## config.mk

```make
export PLATFORM = sky130hd
export DESIGN_NAME = ffca_front
export DESIGN_NICKNAME = d
export VERILOG_FILES = /design/src/rtl/ffca_pkg.sv /design/src/rtl/ffca_front.sv
export SDC_FILE = /design/constraint.sdc
export NUM_CORES = 1
export LEC_CHECK = 0
export BUFFER_PORTS_ARGS = -buffer_cell sky130_fd_sc_hd__clkbuf_2
export CAP_MARGIN = 20
export CORE_MARGIN = 3
export CORE_UTILIZATION = 35
export DETAILED_ROUTE_END_ITERATION = 7
export HOLD_SLACK_MARGIN = 0.08
export PLACE_DENSITY = 0.62
export SKIP_CTS_REPAIR_TIMING = 1
export SLEW_MARGIN = 10
export SYNTH_ARGS = -nofsm -noshare
export SYNTH_HDL_FRONTEND = slang
export SYNTH_SLANG_ARGS = --single-unit
```

## constraint.sdc

```tcl
create_clock -name clk -period 2.9 [get_ports clk]
set_clock_uncertainty 0.15 [all_clocks]
set_input_delay 0.145 -clock clk [delete_from_list [all_inputs] [get_ports clk]]
set_output_delay 0.145 -clock clk [all_outputs]
set_load 0.05 [all_outputs]
```

## src/rtl/ffca_pkg.sv

```systemverilog
// Shared types and constants of the first-fit coalescing allocator.
`timescale 1ns / 1ps
package ffca_pkg;

	localparam int unsigned HEADER_BYTES = 12;
	localparam logic [31:0] HEAP_MAGIC = 32'hDEADC0DE;

	localparam logic OP_ALLOC = 1'b0;
	localparam logic OP_FREE  = 1'b1;

	localparam logic [1:0] STAT_OK      = 2'd0;
	localparam logic [1:0] STAT_OOM     = 2'd1;
	localparam logic [1:0] STAT_DOUBLE  = 2'd2;
	localparam logic [1:0] STAT_CORRUPT = 2'd3;

	typedef struct packed {
		logic        op;
		logic [16:0] need;
		logic [15:0] rel;
		logic        bad;
	} ffca_req_t;

	typedef struct packed {
		logic clearing;
		logic pop;
	} ffca_ctl_t;

endpackage

```

## src/rtl/ffca_front.sv

```systemverilog
// Request front end: accepts words, classifies them and queues them for the engine.
`timescale 1ns / 1ps
module ffca_front import ffca_pkg::*; #(
	parameter int unsigned HEAP_BYTES = 65536
) (
	input  logic        clk,
	input  logic        arst_n,
	input  logic        start,
	output logic        busy,
	input  logic        req_type,
	input  logic [15:0] request_bytes,
	input  logic [15:0] free_addr,
	input  ffca_ctl_t   ctl,
	output logic        q_valid,
	output ffca_req_t   q_head
);

	localparam logic [32:0] HEAP_END = 33'(HEAP_BYTES);

	ffca_req_t  entry_q [2];
	logic       wr_ptr_q;
	logic       rd_ptr_q;
	logic [1:0] cnt_q;
	logic       accept;
	logic       pop;
	ffca_req_t  cls;

	assign busy    = (cnt_q == 2'd2) || ctl.clearing;
	assign accept  = start && !busy;
	assign q_valid = (cnt_q != 2'd0);
	assign q_head  = entry_q[rd_ptr_q];
	assign pop     = ctl.pop && q_valid;

	always_comb begin
		cls.op   = req_type;
		cls.need = (17'(request_bytes) + 17'd3) & ~17'd3;
		cls.rel  = free_addr - 16'(HEADER_BYTES);
		cls.bad  = (free_addr < 16'(HEADER_BYTES)) || (free_addr[1:0] != 2'b00) ||
			(33'(free_addr) > HEAP_END);
	end

	always_ff @(posedge clk or negedge arst_n) begin
		if (!arst_n) begin
			wr_ptr_q <= 1'b0;
			rd_ptr_q <= 1'b0;
			cnt_q    <= 2'd0;
		end else begin
			if (accept) begin
				entry_q[wr_ptr_q] <= cls;
				wr_ptr_q          <= !wr_ptr_q;
			end
			if (pop) begin
				rd_ptr_q <= !rd_ptr_q;
			end
			if (accept && !pop) begin
				cnt_q <= cnt_q + 2'd1;
			end else if (pop && !accept) begin
				cnt_q <= cnt_q - 2'd1;
			end
		end
	end

endmodule

```

==> results of run 1 <==
## final cells by class
cell class | instances | area (um^2) | area share (%)
clock inverter | 7 | 136 | 3.26
sequential | 70 | 2080 | 49.8
timing repair buffer | 109 | 721 | 17.2
clock buffer | 9 | 124 | 2.96
tap | 105 | 131 | 3.14
multi-input combinational | 117 | 967 | 23.1
inverter | 6 | 22.5 | 0.538
## how the worst max path moves through the flow
stage | to | slack [ns] | cells after the start
2_1_floorplan | entry_q[0][0]$_DFFE_PP_ | 0.58 | 3
3_3_place_gp | entry_q[0][4]$_DFFE_PP_ | 0.82 | 4
3_5_place_dp | entry_q[1][5]$_DFFE_PP_ | 0.77 | 4
4_1_cts | entry_q[1][24]$_DFFE_PP_ | 0.76 | 4
5_1_grt | entry_q[1][15]$_DFFE_PP_ | 0.72 | 6
6_report | entry_q[0][15]$_DFFE_PP_ | 0.81 | 6
## sequential cells by signal (all words and copies together) (netlist names)
register,cells
entry_q,66
cnt_q,2
rd_ptr_q,1
wr_ptr_q,1
## report_power, final
group          total [mW]  internal [mW]  switching, mW
Clock               0.997          0.653          0.343
Combinational        1.29          0.395          0.891
Sequential           1.24           1.21         0.0319
## worst max-delay path: stages
cell and delay (ns):
dlygate4sd3_1 0.53, clkbuf_2 0.13, ha_1 0.24, or4_1 0.56
and4bb_1 0.33, xor2_1 0.18
## layer usage
layer / GRT usage, % / up-vias
met3: 2.29 / 8
met2: 19.3 / 48
met5: 0 / -
met1: 15.7 / 966
li1: - / 975
met4: 7.15 / 0
## cell usage after synthesis, drive strengths merged
master    n  share of area, %
conb      1              0.12
nor3b     1              0.40
a211oi    1              0.24
inv       6              0.72
o21ai     1              0.16
a21o      1              0.24
a311o     1              0.32
nand2     7              0.85
dfrtp     4               3.2
nor4      8               1.8
o31ai     1              0.24
and4bb    1              0.40
a21oi     1              0.16
nand3     5              0.81
buf       6               1.0
nor2     10               1.2
or2       1              0.20
ha        2              0.81
clkbuf    2              0.24
and3      1              0.20
o211ai    1              0.24
nor3      3              0.48
xnor2    13               3.7
edfxtp   66                64
xor2     17               4.8
or4       1              0.24
o2111ai   1              0.28
a2111oi   1              0.48
and3b     1              0.28
nand4     2              0.40
mux2     33                12
## placed cells by master (no fill, tap or decap), drive strengths merged, types with 2 or more instances in the layout
cell,synthesis,layout
dlygate4sd3,0,33
conb,1,2
xnor2,13,13
nand2,7,7
inv,6,6
clkbuf,2,81
bufinv,0,4
nand4,2,2
edfxtp,66,66
nand3,5,5
nor2,10,10
buf,6,4
dfrtp,4,4
nor4,8,8
ha,2,2
mux2,33,33
clkinv,0,2
nor3,3,3
xor2,17,17
## per-stage QoR
| stage | hold slack, ns | setup slack, ns | util (%) | area [um^2] |
|---|---|---|---|---|
| 6_report | 0.0892 | 0.810 | 49.7 | 4180 |
| 5_1_grt | 0.0834 | 0.721 | 49.7 | 4180 |
| 3_5_place_dp | -0.179 | 0.768 | 42.7 | 3590 |
| 4_1_cts | -0.551 | 0.758 | 45.8 | 3850 |
| 3_3_place_gp | -0.183 | 0.820 | 42.7 | 3590 |
| 2_1_floorplan | -0.301 | 0.584 | - | 3110 |
## cell families (layout without fill, tap and decap cells)
| kind of cell | Yosys count | in the layout | share of synthesized area (%) |
|---|---|---|---|
| AOI/OAI and AO/OA | 9 | 9 | 2.38 |
| xor gates and xnor gates | 30 | 30 | 8.46 |
| adders and majority gates | 2 | 2 | 0.805 |
| buffers and inverters | 14 | 131 | 1.97 |
| DFF | 70 | 70 | 67.0 |
| muxes | 33 | 33 | 12.0 |
| other | 1 | 2 | 0.121 |
| and+or+nand+nor | 41 | 41 | 7.29 |
==> metrics.txt, run 1 <==
status finished, final reports clean; Routed WL 6160 um; total core area 8420 um^2; GRT overflow 0; CTS tree built; Area Overhead vs Synth 34.7%; Max Root-Sink Buffers 2; DRT met1 WL 2680 um; period utilization 72.1%; hold_sp free_addr[7]; synthesized flop and latch total 70; Root Buffer clkbuf_8; Slew Limit Fails 0; H-Tree Depth 3; die area 10,000 um^2; Fmax 478 MHz; number of setup violations in the final report 0; unrepaired setup endpoints after global routing false; site row count 33; Die Wd 100 um; worst-path maximum fanout 6; Pre-antenna DRT Iters 4; CP Data Arrival Time 2.11 ns; FF-to-FF path depth 4; clock transition at the registers of the reported paths 0.07 ns; Via Count 1,997; gpl congestion 0.713; Hold Vio Cnt, Final 0; per-cell routed wire length 14.6 um; initial antenna violation count 0; fin cells 423; max layer used met4; crit path launch type input pin; Skew-Pair Late Insertion Delay 0.33 ns; Crit path required time 2.92 ns; # IOs 75; Final TNS setup 0 ns; synthesized area 3110 um^2; fillcell total 765; critical path endpoint category flop; largest net degree at the start of global routing 35; RR Startpoint cnt_q[0]$_DFFE_PN0P_; Worst Max-Slew Pin Slew 0.843 ns; Via density 4.72; WS Path Type input pin to flop; nets 353; maximum vdd drop 347 uV; diode count 0; Post-route DRC 0; Min-Delay Endpoint entry_q[0][8]$_DFFE_PP_; Worst Hold Class input pin to flop; drt initial violations 110; CP startpoint free_addr[2]; Slew headroom 43.3%; Sink Count 70; Hold Path Depth 2; DIE HEIGHT 100 um; Static Leak 1.62 nW; hpwl dp 3980 um; sequential area share after synthesis 67.0%; first-pass GRT wire length 9270 um; power density cells 842 nW/um^2; Synth Instances 200; met3 wire length 252 um; Post-Syn Area per Cell 15.5 um^2; # port buffers 72; vias in the first global route 1,906; r2r setup slk 0.86 ns; total track usage 12.2%; layout cells sized above 1 40.3%; placed insts 374; initial core utilization 36.9%; Max-Cap Viols 0; CTS Buf Count 9; R2R Path End entry_q[1][29]$_DFFE_PP_; Power Total 3.52 mW; Final ANT Viol Nets 0; met2 wire length 3140 um; post-synth cell types 34; Tmin final 2.09 ns; YS warnings 0
Power figures use the tool's default switching activity.
==> run 2, diff against run 1 <==
--- a/config.mk
+++ b/config.mk
@@ -5,6 +5,7 @@
 export SDC_FILE = /design/constraint.sdc
 export NUM_CORES = 1
 export LEC_CHECK = 0
+export ABC_AREA = 1
 export BUFFER_PORTS_ARGS = -buffer_cell sky130_fd_sc_hd__clkbuf_2
 export CAP_MARGIN = 20
 export CORE_MARGIN = 3
==> constraint.sdc (replaced) <==
create_clock -name clk -period 2 [get_ports clk]
set_clock_uncertainty 0.15 [all_clocks]
set_input_delay 0.1 -clock clk [delete_from_list [all_inputs] [get_ports clk]]
set_output_delay 0.1 -clock clk [all_outputs]
set_load 0.05 [all_outputs]
==> metrics.txt, run 2 <==
async set-or-reset flop fraction in the synthesized netlist 5.71% (unchanged); power density cells 1220 nW/um^2 (+45%); CTS tree built; Post-synth top flop edfxtp_1; Routed WL 7430 um (+21%); number of synthesized flops with an enable pin 66 (unchanged); die area 10,900 um^2 (+8.4%); maximum vdd drop 629 uV (+81%); initial antenna violation count 0 (unchanged); total track usage 13.6% (+1.4 points); vias in the first global route 2,419 (+27%); top cell type's share of synthesized area 58.6% (-5.2 points); Worst Setup EP q_head[1]; Die Wd 104 um (+4.1%); DIE HEIGHT 104 um (+4.1%); YS warnings 0 (unchanged); worst-path maximum fanout 19 (+13); clock transition at the registers of the reported paths 0.07 ns (about the same); first-pass GRT wire length 11,800 um (+27%); Via Count 2,607 (+31%); unrepaired setup endpoints after global routing false; initial core utilization 36.3% (-0.61 points); hpwl dp 5050 um (+27%); Max Root-Sink Buffers 2 (unchanged); R2R Path End wr_ptr_q$_DFFE_PN0P_; RR Startpoint cnt_q[0]$_DFFE_PN0P_; period utilization 92.3%; synthesized area 3380 um^2 (+8.9%); status finished, final reports clean; biggest regs entry_q: 66 flops, cnt_q: 2 flops; sequential area share after synthesis 61.5% (-5.5 points); max reg flops 66 (unchanged); Fmax 542 MHz; Max-Cap Viols 0 (unchanged); Static Leak 2.03 nW (+26%); nets 513 (+45%); Slew Limit Fails 0 (unchanged); critical path endpoint category output pin; commonest non-fill, non-tap cells in the layout 166 x nand2_1, 72 x clkbuf_2, 66 x edfxtp_1; hold_sp request_bytes[4]; drt initial violations 89 (-19%); Power Total 5.52 mW (+57%); post-synth top area cell edfxtp_1; CP Data Arrival Time 1.60 ns (-0.51 ns); Sink Count 70 (unchanged); r2r setup slk 0.37 ns (-0.49 ns); Tmin final 1.85 ns; placed insts 557 (+49%); hold_ws 0.0432 ns (-0.0460 ns); GRT overflow 0 (unchanged); Synth area leaders edfxtp_1 59%, nand2_1 19%, nor2_1 3.3%, inv_1 3.0%, dfrtp_1 3.0%; gpl congestion 0.868 (+22%); site row count 35 (+6.1%); Reg with most FFs entry_q; Post-Syn Area per Cell 9.42 um^2 (-39%); number of setup violations in the final report 0 (unchanged); Root Buffer clkbuf_8; layout cells sized above 1 23.2% (-17 points); CP startpoint rd_ptr_q$_DFFE_PN0P_; placed cell area 3960 um^2 (+10%); count leader, synth nand2_1; Post-synth top cells 167 x nand2_1, 66 x edfxtp_1, 30 x nor2_1; Worst Hold Class input pin to flop; post-synth cell types 26 (-24%); # port buffers 72 (unchanged); Area Overhead vs Synth 33.9%; WS Path Type flop to output pin; synthesized flop and latch total 70 (unchanged); total core area 9330 um^2 (+11%); CTS Buf Count 9 (unchanged); FF-to-FF path depth 5 (+1); fillcell total 851 (+11%); # IOs 75 (unchanged); H-Tree Depth 3 (unchanged); crit path launch type flop; setup ws final 0.154 ns (-0.656 ns); Synth Instances 359 (+80%); Final ANT Viol Nets 0 (unchanged); Hold Vio Cnt, Final 0 (unchanged); final instance area 4530 um^2 (+8.3%); Post-route DRC 0 (unchanged); Skew-Pair Late Insertion Delay 0.34 ns (about the same); Crit path required time 1.75 ns (-1.17 ns); Via density 4.29 (-9.0%); Pre-antenna DRT Iters 4 (unchanged); pre-CTS WS 0.396 ns (-0.372 ns); fin cells 607 (+43%); per-cell routed wire length 12.2 um (-16%); commonest non-fill, non-tap cell in the layout nand2_1; diode count 0 (unchanged); largest net degree at the start of global routing 34 (-2.9%)
[run 2: routing by layer]
layer	vias to the layer above	track usage, %	routed length (um)
li1	1371	-	-
met5	-	0	0
met2	61	22.0	3620
met4	0	5.60	163
met1	1162	16.9	3260
met3	13	4.35	384
[run 2: per-stage QoR]
| step | TNS [ns] | utilization, % |
|---|---|---|
| 2_1_floorplan | -1.01 | - |
| 4_1_cts | 0 | 44.9 |
| 3_3_place_gp | 0 | 42.5 |
| 5_1_grt | 0 | 48.6 |
| 3_5_place_dp | 0 | 42.5 |
| 6_report | 0 | 48.6 |
[run 2: worst min-delay path by stage]
stage	to	slack, ns	depth (start not counted)
floorplan	cnt_q[0]$_DFFE_PN0P_	-0.35	0
global placement	cnt_q[1]$_DFFE_PN0P_	-0.23	1
detailed placement	cnt_q[1]$_DFFE_PN0P_	-0.22	1
CTS	cnt_q[1]$_DFFE_PN0P_	-0.60	1
global route	entry_q[1][6]$_DFFE_PP_	0.08	3
finish	entry_q[0][19]$_DFFE_PP_	0.04	3
[run 2: cell families (layout without fill, tap and decap cells)]
logic type	after synthesis	count (layout)	synth area share, %
flip-flops	70	70	61.5
adder cells (fa/ha/maj)	2	2	0.740
AND/OR/NAND/NOR	226	226	28.3
XOR/XNOR	13	13	3.37
buffers and inverters	39	157	4.73
AO/OA/AOI/OAI	8	8	1.18
other	1	2	0.111
[run 2: area by class of cell]
type,count,area (um^2),share of cell area (%)
clock buffer,11,131,2.90
clock inverter,5,97.6,2.15
inverter,30,114,2.51
multi-input combinational,251,1180,26.1
sequential,70,2080,45.9
tap,129,161,3.56
timing repair buffer,111,763,16.8
[run 2: power breakdown]
| part | total (mW) | internal, mW | switching (mW) |
|---|---|---|---|
| clock | 1.31 | 0.821 | 0.487 |
| combinational | 2.41 | 0.537 | 1.87 |
| sequential | 1.80 | 1.75 | 0.0506 |
[run 2: worst max-delay path: stages, from the launching register on]
cell and delay (ns):
dfrtp_1 0.37, clkinv_2 0.26, buf_4 0.27, nand2_1 0.06, nand2_1 0.06, clkbuf_2 0.23
==> run 3, diff against run 2 <==
--- a/config.mk
+++ b/config.mk
@@ -12,7 +12,7 @@
 export CORE_UTILIZATION = 35
 export DETAILED_ROUTE_END_ITERATION = 7
 export HOLD_SLACK_MARGIN = 0.08
-export PLACE_DENSITY = 0.62
+export PLACE_DENSITY_LB_ADDON = 0.1
 export SKIP_CTS_REPAIR_TIMING = 1
 export SLEW_MARGIN = 10
 export SYNTH_ARGS = -nofsm -noshare
==> metrics.txt, run 3 (same netlist as run 2, synthesis figures left out) <==
final core utilization 47.6% (-0.95 points); Slew Limit Fails 0 (unchanged); Fmax 535 MHz (-1.2%); Static Leak 1.99 nW (-2.1%); Via density 4.32 (+0.52%); drt initial violations 85 (-4.5%); first-pass GRT wire length 11,400 um (-2.7%); Sink Count 70 (unchanged); die area 10,900 um^2 (unchanged); pre-CTS WS 0.344 ns (-0.0522 ns); initial antenna violation count 0 (unchanged); final instance area 4440 um^2 (-2.0%); CP Data Arrival Time 1.62 ns (+0.02 ns); Worst Hold Class input pin to flop; Routed WL 7300 um (-1.8%); Final ANT Viol Nets 0 (unchanged); worst-path maximum fanout 18 (-1); Post-route DRC 0 (unchanged); layout cells sized above 1 23.7% (+0.52 points); per-cell routed wire length 12.1 um (-1.4%); met3 wire length 299 um (-22%); total track usage 13.3% (-0.32 points); DIE HEIGHT 104 um (unchanged); number of setup violations in the final report 0 (unchanged); vias in the first global route 2,427 (+0.33%); Crit path required time 1.75 ns (about the same); commonest non-fill, non-tap cells in the layout 166 x nand2_1, 72 x clkbuf_2, 66 x edfxtp_1; hold_ws 0.0442 ns (+0.000953 ns); DRT met1 WL 3430 um (+5.0%); Max-Cap Viols 0 (unchanged); hpwl dp 5010 um (-0.86%); Skew-Pair Late Insertion Delay 0.32 ns (-0.02 ns); H-Tree Depth 3 (unchanged); Max Root-Sink Buffers 2 (unchanged); status finished, final reports clean; biggest regs entry_q: 66 flops, cnt_q: 2 flops; site row count 35 (unchanged); met2 wire length 3480 um (-3.8%); maximum vdd drop 497 uV (-21%); initial core utilization 36.3% (unchanged); Area Overhead vs Synth 31.3%; Die Wd 104 um (unchanged); CTS Buf Count 9 (unchanged); nets 511 (-0.39%); Pre-antenna DRT Iters 4 (unchanged); max reg flops 66 (unchanged); # IOs 75 (unchanged); clock transition at the registers of the reported paths 0.08 ns (about the same); Root Buffer clkbuf_8; setup ws final 0.130 ns (-0.0232 ns); critical path endpoint category output pin; Reg with most FFs entry_q; commonest non-fill, non-tap cell in the layout nand2_1; max layer used met4; Hold Vio Cnt, Final 0 (unchanged); Tmin final 1.87 ns (+0.0232 ns); power density cells 1160 nW/um^2 (-4.4%); Via Count 2,612 (+0.19%); diode count 0 (unchanged); gpl congestion 0.776 (-11%); largest net degree at the start of global routing 34 (unchanged); period utilization 93.5% (+1.2 points); WS Path Type flop to output pin; unrepaired setup endpoints after global routing false; placed cell area 3970 um^2 (+0.19%); GRT overflow 0 (unchanged); crit path launch type flop; CTS tree built; total core area 9330 um^2 (unchanged); # port buffers 72 (unchanged)
## run 3: worst paths after layout
kind                                 startpoint                       to  slack, ns  depth (start not counted)
setup / recovery           rd_ptr_q$_DFFE_PN0P_               q_head[32]       0.13                          5
hold / removal                     free_addr[5]  entry_q[1][7]$_DFFE_PP_       0.04                          4
setup reg to reg           cnt_q[0]$_DFFE_PN0P_     wr_ptr_q$_DFFE_PN0P_       0.38                          5
hold reg to reg            cnt_q[0]$_DFFE_PN0P_     cnt_q[0]$_DFFE_PN0P_       0.35                          1
max in group asynchronous                arst_n     wr_ptr_q$_DFFE_PN0P_       0.96                          3
min in group asynchronous                arst_n     cnt_q[1]$_DFFE_PN0P_       0.57                          3
## run 3: cell type report
class	instances	area [um^2]
Fill cell	916	4880
Sequential cell	70	2080
Multi-Input combinational cell	251	1180
Timing Repair Buffer	109	741
Tap cell	129	161
Clock buffer	9	124
Inverter	30	113
Clock inverter	7	40.0
## run 3: metal layers
layer / global-route usage, % / vias up
met5: 0 / -
met4: 4.94 / 0
met3: 3.10 / 11
met2: 22.2 / 53
met1: 16.8 / 1180
li1: - / 1368
## run 3: stage by stage
| stage | instances | setup TNS (ns) | power, mW |
|---|---|---|---|
| after floorplan | 360 | -1.01 | 3.64 |
| after global placement | 558 | 0 | 4.21 |
| after detailed placement | 558 | 0 | 4.23 |
| after CTS | 574 | 0 | 5.20 |
| after global routing | 605 | 0 | 5.47 |
| final | 605 | 0 | 5.17 |
## run 3: report_power, final
part	internal, mW	total, mW	switching, mW
Sequential	1.75	1.80	0.0478
Clock	0.439	0.962	0.523
Combinational	0.545	2.41	1.86
## run 3: critical path, cell delays in order (launching register included)
cell,delay [ns]
dfrtp_1,0.39
inv_2,0.27
buf_4,0.22
nand2_1,0.05
nand2_1,0.08
clkbuf_2,0.28
